===== src/hw/rtl/lslb_pkg.sv =====
// lslb_pkg: types, constants and helper function of the link status LED blinker
// no dependencies; used by every other file of the block
`default_nettype none

package lslb_pkg;

    localparam int CLK_W      = 32;
    localparam int RSSI_W     = 9;
    localparam int DUR_W      = 24;
    localparam int IVL_W      = 16;
    localparam int CFG_IDX_W  = 3;
    localparam int CFG_DATA_W = 24;

    // pattern period range reaches 4000 ms, so 12 bits hold any phase
    localparam int PATTERN_PERIOD_MS_DEF = 2000;
    localparam int PHASE_W               = 12;

    localparam int QUEUE_DEPTH = 4;
    localparam int QPTR_W      = $clog2(QUEUE_DEPTH);
    localparam int QCNT_W      = $clog2(QUEUE_DEPTH + 1);

    typedef logic [CLK_W-1:0]         t_clk;
    typedef logic signed [RSSI_W-1:0] t_rssi;
    typedef logic [DUR_W-1:0]         t_dur;
    typedef logic [IVL_W-1:0]         t_ivl;

    typedef enum logic [1:0] {
        OP_TICK   = 2'd0,
        OP_PACKET = 2'd1,
        OP_IDENT  = 2'd2,
        OP_NONE   = 2'd3
    } t_op;

    typedef enum logic [1:0] {
        LINK_NONE   = 2'd0,
        LINK_WEAK   = 2'd1,
        LINK_MEDIUM = 2'd2,
        LINK_GOOD   = 2'd3
    } t_link;

    typedef enum logic [CFG_IDX_W-1:0] {
        CFG_HEARTBEAT    = 3'd0,
        CFG_IDENT_DEF    = 3'd1,
        CFG_GOOD_THR     = 3'd2,
        CFG_MEDIUM_THR   = 3'd3,
        CFG_GOOD_IVL     = 3'd4,
        CFG_MEDIUM_IVL   = 3'd5,
        CFG_LOW_IVL      = 3'd6,
        CFG_NO_LINK_IVL  = 3'd7
    } t_cfg_idx;

    localparam t_dur  HEARTBEAT_DEF   = 24'd1000;
    localparam t_dur  IDENT_DEF_DEF   = 24'd10000;
    localparam t_rssi GOOD_THR_DEF    = -9'sd80;
    localparam t_rssi MEDIUM_THR_DEF  = -9'sd100;
    localparam t_ivl  GOOD_IVL_DEF    = 16'd5000;
    localparam t_ivl  MEDIUM_IVL_DEF  = 16'd3000;
    localparam t_ivl  LOW_IVL_DEF     = 16'd1000;
    localparam t_ivl  NO_LINK_IVL_DEF = 16'd150;

    // six lit windows of 120 ms within the identify period
    localparam logic [PHASE_W-1:0] WIN0_END = 12'd120;
    localparam logic [PHASE_W-1:0] WIN1_BEG = 12'd240;
    localparam logic [PHASE_W-1:0] WIN1_END = 12'd360;
    localparam logic [PHASE_W-1:0] WIN2_BEG = 12'd480;
    localparam logic [PHASE_W-1:0] WIN2_END = 12'd600;
    localparam logic [PHASE_W-1:0] WIN3_BEG = 12'd980;
    localparam logic [PHASE_W-1:0] WIN3_END = 12'd1100;
    localparam logic [PHASE_W-1:0] WIN4_BEG = 12'd1220;
    localparam logic [PHASE_W-1:0] WIN4_END = 12'd1340;
    localparam logic [PHASE_W-1:0] WIN5_BEG = 12'd1460;
    localparam logic [PHASE_W-1:0] WIN5_END = 12'd1580;

    // one queued command, already decoded by the front
    typedef struct packed {
        t_op   op;
        t_rssi rssi;
        t_dur  dur;
    } t_cmd;

    typedef struct packed {
        logic              full;
        logic              empty;
        logic [QCNT_W-1:0] count;
    } t_q_status;

    function automatic logic pattern_on(input logic [PHASE_W-1:0] t);
        pattern_on = (t < WIN0_END) ||
                     (t >= WIN1_BEG && t < WIN1_END) ||
                     (t >= WIN2_BEG && t < WIN2_END) ||
                     (t >= WIN3_BEG && t < WIN3_END) ||
                     (t >= WIN4_BEG && t < WIN4_END) ||
                     (t >= WIN5_BEG && t < WIN5_END);
    endfunction

endpackage

`default_nettype wire


===== src/hw/rtl/lslb_queue.sv =====
// lslb_queue: short command queue between front and back
// depends on lslb_pkg
`default_nettype none

module lslb_queue
    import lslb_pkg::*;
(
    input  var logic      i_clk,
    input  var logic      i_rst_n,
    input  var logic      i_push,
    input  var t_cmd      i_cmd,
    input  var logic      i_pop,
    output var t_cmd      o_cmd,
    output var t_q_status o_status
);

    t_cmd              r_mem [QUEUE_DEPTH];
    logic [QPTR_W-1:0] r_wr_ptr, n_wr_ptr;
    logic [QPTR_W-1:0] r_rd_ptr, n_rd_ptr;
    logic [QCNT_W-1:0] r_count, n_count;

    always_comb begin
        n_wr_ptr = i_push ? r_wr_ptr + 1'b1 : r_wr_ptr;
        n_rd_ptr = i_pop  ? r_rd_ptr + 1'b1 : r_rd_ptr;
        n_count  = r_count;
        if (i_push && !i_pop) begin
            n_count = r_count + 1'b1;
        end else if (!i_push && i_pop) begin
            n_count = r_count - 1'b1;
        end
    end

    always_ff @(posedge i_clk) begin
        if (!i_rst_n) begin
            r_wr_ptr <= '0;
            r_rd_ptr <= '0;
            r_count  <= '0;
        end else begin
            r_wr_ptr <= n_wr_ptr;
            r_rd_ptr <= n_rd_ptr;
            r_count  <= n_count;
        end
    end

    always_ff @(posedge i_clk) begin
        if (i_push) begin
            r_mem[r_wr_ptr] <= i_cmd;
        end
    end

    assign o_cmd          = r_mem[r_rd_ptr];
    assign o_status.count = r_count;
    assign o_status.empty = (r_count == '0);
    assign o_status.full  = (r_count == QCNT_W'(QUEUE_DEPTH));

endmodule

`default_nettype wire


===== config.mk =====
export PLATFORM = sky130hd
export DESIGN_NAME = lslb_queue
export DESIGN_NICKNAME = d
export VERILOG_FILES = /design/src/hw/rtl/lslb_pkg.sv /design/src/hw/rtl/lslb_queue.sv
export SDC_FILE = /design/constraint.sdc
export NUM_CORES = 1
export LEC_CHECK = 0
export BUFFER_PORTS_ARGS = -buffer_cell sky130_fd_sc_hd__buf_2
export CAP_MARGIN = 15
export CORE_MARGIN = 2
export CORE_UTILIZATION = 30
export DETAILED_ROUTE_END_ITERATION = 10
export SYNTH_ARGS = -nofsm -noshare
export SYNTH_HDL_FRONTEND = slang
export SYNTH_SLANG_ARGS = --single-unit

===== constraint.sdc =====
create_clock -name i_clk -period 2.24 [get_ports i_clk]
set_clock_uncertainty 0.15 [all_clocks]
set_input_delay 0.448 -clock i_clk [delete_from_list [all_inputs] [get_ports i_clk]]
set_output_delay 0.448 -clock i_clk [all_outputs]
set_load 0.05 [all_outputs]

; ---- Yosys cells after proc, flatten, opt, wreduce, memory -nomap -nowiden
; Memories as Yosys holds them, arrays and structs flattened. A register that Yosys moved wholly into a read port is not among the register bits.
; Cells that the tools add are included.
[op_classes]
n_mux = 6
add_sub_neg = 4
n_bitwise = 0
reduce_logical = 6
n_shift = 0
magnitude_cmp = 0
mul = 0
div = 0
eq_ne = 1
[ops]
columns = cell, count
row1 = 3-bit two-way mux, 2
row2 = 2-bit by 1-bit adder with 2-bit output (second input constant), 2
row3 = 2-bit two-way mux, 2
row4 = 3-bit by 1-bit adder with 3-bit output (second input constant), 1
row5 = 3-bit equality test (second input constant), 1
row6 = 3-bit zero test, 1
row7 = 3-bit by 1-bit subtractor with 3-bit output (second input constant), 1
row8 = 1-bit logical AND, 2
row9 = 1-bit zero test, 2
row10 = 1-bit two-way mux, 2
row11 = 2-bit nonzero test, 1
[word_totals]
ram_bits = 140
regBits = 7
elab_cells = 21
n_memories = 1
latch_bits = 0
romBits = 0
output_inout_bits = 40
[memory_table]
columns = memory, words, width, rd, rd_ports_with_merged_regs, write_ports, line
row1 = r_mem, 4, 35, 1, 1, 1, lslb_queue.sv:17  ; t_cmd r_mem [QUEUE_DEPTH];

; ---- Depth between registers and ports, before layout
[depth]
depth_word = 4
mapped_depth = 7

; ---- Worst setup path before layout
; No wires, ideal clock.
[synth_timing]
path_type = flip-flop to output port
from = register r_count[2]
to = output o_status[4] in the netlist's numbering
path_buffers = 0
t_arrival_ps = 1877
path_stages_with_launch = 2
required_time_ps = 1642
slack_ps = -235
cell_sequence = dfxtp_1 nor3b_1
[synth_rtl]
columns = element, line
row1 = start: declaration, lslb_queue.sv:20  ; logic [QCNT_W-1:0] r_count, n_count;
row2 = start signal: assignment, lslb_queue.sv:41  ; r_count <= n_count;
row3 = end: declaration, lslb_queue.sv:14  ; output var t_q_status o_status

==> metrics.txt <==
# TYPE chip_impl_metric gauge
chip_impl_metric{name="post_detailed_route_wirelength_per_cell",unit="um"} 18.2
chip_impl_metric{name="synthesis_warning_total",unit=""} 0
chip_impl_info{name="reg2reg_from",value="r_count[0]$_SDFFE_PN0P_"} 1
chip_impl_metric{name="postSynth.asyncResetShare",unit=""} 0
chip_impl_metric{name="global_route.usage.total",unit=""} 0.114
chip_impl_metric{name="power_density",unit="mW/mm^2"} 1030
chip_impl_metric{name="finalWorstPathRequiredPeriod",unit="ns"} 2.31
chip_impl_metric{name="antenna_left",unit=""} 0
chip_impl_info{name="clk_root_buffer_cell",value="clkbuf_16"} 1
chip_impl_info{name="worstSetupStartpointType",value="flop"} 1
chip_impl_metric{name="clk-insertion-delay-late",unit="ns"} 0.41
chip_impl_metric{name="post-dp-hpwl",unit="um"} 6700
chip_impl_metric{name="synth.net_count",unit=""} 271
chip_impl_metric{name="number_of_flops_mapped_to_enable_cells_by_yosys",unit=""} 140
chip_impl_metric{name="final_core_util",unit=""} 0.395
chip_impl_info{name="post_synth_main_area_contributors",value="edfxtp_1 76%, mux4_2 12%, dfxtp_1 3.2%"} 1
chip_impl_metric{name="drive_gt1_frac",unit=""} 0.484
chip_impl_metric{name="fin_tns_setup",unit="ns"} -1.34
chip_impl_metric{name="tightest_slew",unit="ns"} 0.348
chip_impl_metric{name="drc_errors",unit=""} 0
chip_impl_metric{name="detail_route.vias_per_cell",unit=""} 4.50
chip_impl_metric{name="via_count_of_the_first_global_routing_pass",unit=""} 2936
chip_impl_metric{name="number_of_antenna_violations_at_the_first_check_in_global_routing",unit=""} 1
chip_impl_metric{name="number_of_h_tree_branching_levels",unit=""} 4
chip_impl_metric{name="first_pass_iters",unit=""} 3
chip_impl_metric{name="number_of_clock_sinks",unit=""} 149
chip_impl_metric{name="synthDistinctLibCells",unit=""} 22
chip_impl_info{name="tritoncts",value="yes"} 1
chip_impl_metric{name="via_count",unit=""} 2563
chip_impl_info{name="synth.most_common_cell",value="edfxtp_1"} 1
chip_impl_metric{name="globalRoute.totalOverflow",unit=""} 0
chip_impl_metric{name="period_share",unit=""} 1.03
chip_impl_metric{name="netlist_area",unit="mm^2"} 0.00555
chip_impl_metric{name="critical_path_peak_fanout",unit=""} 8
chip_impl_info{name="hold_path.class",value="in -> reg"} 1
chip_impl_metric{name="tritoncts.num_buffers",unit=""} 17
chip_impl_metric{name="first_pass_grt_wire_length",unit="um"} 16500
chip_impl_metric{name="coreArea",unit="mm^2"} 0.0180
chip_impl_metric{name="crit_arrival",unit="ns"} 1.71
chip_impl_metric{name="reg2regPathDepth",unit=""} 4
chip_impl_metric{name="clock_buffer_depth",unit=""} 2
chip_impl_metric{name="yosys_register_bits",unit=""} 149
chip_impl_metric{name="cts_hold_repair.buffers",unit=""} 0
chip_impl_metric{name="initial_utilization",unit=""} 0.308
chip_impl_metric{name="report.final.setup_viol",unit=""} 35
chip_impl_metric{name="grt_max_degree",unit=""} 21
chip_impl_metric{name="layout-area-overhead-vs-synth",unit="%"} 28.5
chip_impl_info{name="status",value="finished with violations"} 1
chip_impl_info{name="critical_path.endpoint_type",value="output pin"} 1
chip_impl_metric{name="layout.cell_area.non_filler",unit="mm^2"} 0.00713
chip_impl_metric{name="detailedPlace.worstSlack",unit="ns"} 0.127
chip_impl_info{name="cell_taking_the_most_area_after_synthesis",value="edfxtp_1"} 1
chip_impl_metric{name="power_leakage",unit="nW"} 2.46
chip_impl_metric{name="maxSlewHeadroom",unit=""} 0.768
chip_impl_metric{name="clk_pin_slew",unit="ns"} 0.06
chip_impl_info{name="synth.cells.most_frequent",value="140 x edfxtp_1, 30 x mux4_2, 9 x and2_1, 9 x dfxtp_1"} 1
chip_impl_metric{name="synth_area_per_cell",unit="um^2"} 24.5
chip_impl_metric{name="design_power_total",unit="mW"} 7.34
chip_impl_info{name="failing_checks",value="negative setup slack"} 1
chip_impl_metric{name="post_layout_nets",unit=""} 374
chip_impl_metric{name="post-place-cells",unit=""} 537
chip_impl_metric{name="synth-seq-area-share",unit=""} 0.790
chip_impl_metric{name="synth_top_cell_area_share",unit=""} 0.758
chip_impl_metric{name="reg2reg_slack",unit="ns"} 0.50
chip_impl_metric{name="die-width",unit="um"} 140
chip_impl_metric{name="std_cell_rows",unit=""} 49
chip_impl_metric{name="floorplan.die.height",unit="um"} 140
chip_impl_info{name="synth-main-ff-cell",value="edfxtp_1"} 1
chip_impl_metric{name="highest_clock_frequency_the_design_can_meet",unit="MHz"} 434
chip_impl_metric{name="buffer_ports.inserted",unit=""} 78
chip_impl_metric{name="power.ir.vdd_worst",unit="V"} 0.000502
chip_impl_metric{name="smallest_setup_slack_after_layout",unit="ns"} -0.0657
chip_impl_metric{name="design.portCount",unit=""} 79
chip_impl_info{name="rsz0062_at_grt",value="yes"} 1
chip_impl_info{name="critical_path.endpoint",value="o_cmd[3]"} 1
chip_impl_info{name="reg2reg_to",value="r_count[2]$_SDFFE_PN0P_"} 1
chip_impl_info{name="worst-setup-path-type",value="reg -> out"} 1
chip_impl_metric{name="timing.final.hold_violations",unit=""} 0
chip_impl_metric{name="gp_congestion",unit=""} 0.632
chip_impl_metric{name="whs",unit="ns"} 0.0973
chip_impl_metric{name="detailedRoute.firstIterationViolations",unit=""} 100
chip_impl_metric{name="detail_route.wirelength",unit="um"} 10400
chip_impl_metric{name="post_synth_inst_count",unit=""} 226
chip_impl_metric{name="placed_cell_area",unit="mm^2"} 0.00627
chip_impl_metric{name="cap_violations",unit=""} 0
chip_impl_metric{name="fp.dieArea",unit="mm^2"} 0.0196
chip_impl_metric{name="stdcell_count",unit=""} 570
chip_impl_metric{name="required",unit="ns"} 1.64
chip_impl_metric{name="antenna_cells",unit=""} 0
chip_impl_metric{name="slew_violations",unit=""} 0
-- worst max-delay path, stage by stage, from the launching register on --
cell and delay, ns:
dfxtp_4 0.41, buf_12 0.16, mux4_2 0.54, buf_6 0.18
-- cells in the final DEF (no fill, tap or decap), types with 2 or more instances in the layout --
master	n
and2_1	5
and2_2	4
buf_12	4
buf_2	43
buf_4	10
buf_6	33
buf_8	2
bufinv_16	4
clkbuf_16	17
clkinv_2	4
clkinv_4	2
clkinvlp_4	2
dfxtp_1	7
edfxtp_1	140
ha_1	5
inv_1	4
mux2i_1	2
mux4_2	35
nor2b_1	2
xnor2_1	2
xor2_1	3
-- where the power goes --
| group | leakage [nW] | internal, mW | switching, mW |
|---|---|---|---|
| combinational | 0.803 | 0.446 | 0.711 |
| sequential | 1.36 | 3.19 | 0.0527 |
| clock | 0.296 | 1.85 | 1.08 |
-- worst min-delay path by stage --
stage | from | endpoint | slack [ns] | depth (start not counted)
after global placement | r_count[2]$_SDFFE_PN0P_ | r_count[2]$_SDFFE_PN0P_ | 0.39 | 2
after global routing | i_cmd[14] | r_mem[3][14]$_DFFE_PP_ | 0.08 | 1
after detailed placement | r_wr_ptr[1]$_SDFFE_PN0P_ | r_wr_ptr[1]$_SDFFE_PN0P_ | 0.41 | 2
final | i_cmd[20] | r_mem[2][20]$_DFFE_PP_ | 0.1 | 1
after CTS | i_cmd[20] | r_mem[2][20]$_DFFE_PP_ | 0.07 | 1
after floorplan | r_wr_ptr[1]$_SDFFE_PN0P_ | r_wr_ptr[1]$_SDFFE_PN0P_ | 0.38 | 2
-- kinds of logic (layout without fill, tap and decap cells) --
kind of cell	after synthesis	count (layout)	share of synthesized area
mux	37	37	0.149
flops	149	149	0.790
buf+inv	12	127	0.0192
compound gates	2	2	0.00225
simple gates	15	15	0.0165
fa+ha+maj	6	6	0.0149
xor+xnor	5	5	0.00789
-- timing repair --
action                     4_1_cts  5_1_grt
gates resized for setup         78        2
pin swaps                        0        0
cloned                           2        0
setup endpoints to repair       35       35
buffers inserted                 2        0
-- sequential cells by signal, summed over array words and instances (netlist names), named ones only --
signal	flops
r_mem	140
r_wr_ptr	2
r_rd_ptr	2
r_count	3
-- final cells by class --
cell class / instances / area (um^2)
Fill cell: 1648 / 10900
Sequential cell: 149 / 4390
Multi-Input combinational cell: 65 / 1050
Timing Repair Buffer: 92 / 772
Clock buffer: 17 / 425
Tap cell: 229 / 287
Clock inverter: 14 / 185
Inverter: 4 / 15.0
-- per-layer routing --
layer	GRT usage	part of all wire	routed length [um]	vias up
li1	-	-	-	1143
met1	0.133	0.42	4310	1337
met2	0.195	0.52	5370	62
met3	0.0397	0.048	494	19
met4	0.0458	0.016	166	2
met5	0	0.0013	13	-
No activity file was read; power rests on OpenSTA's default activity.
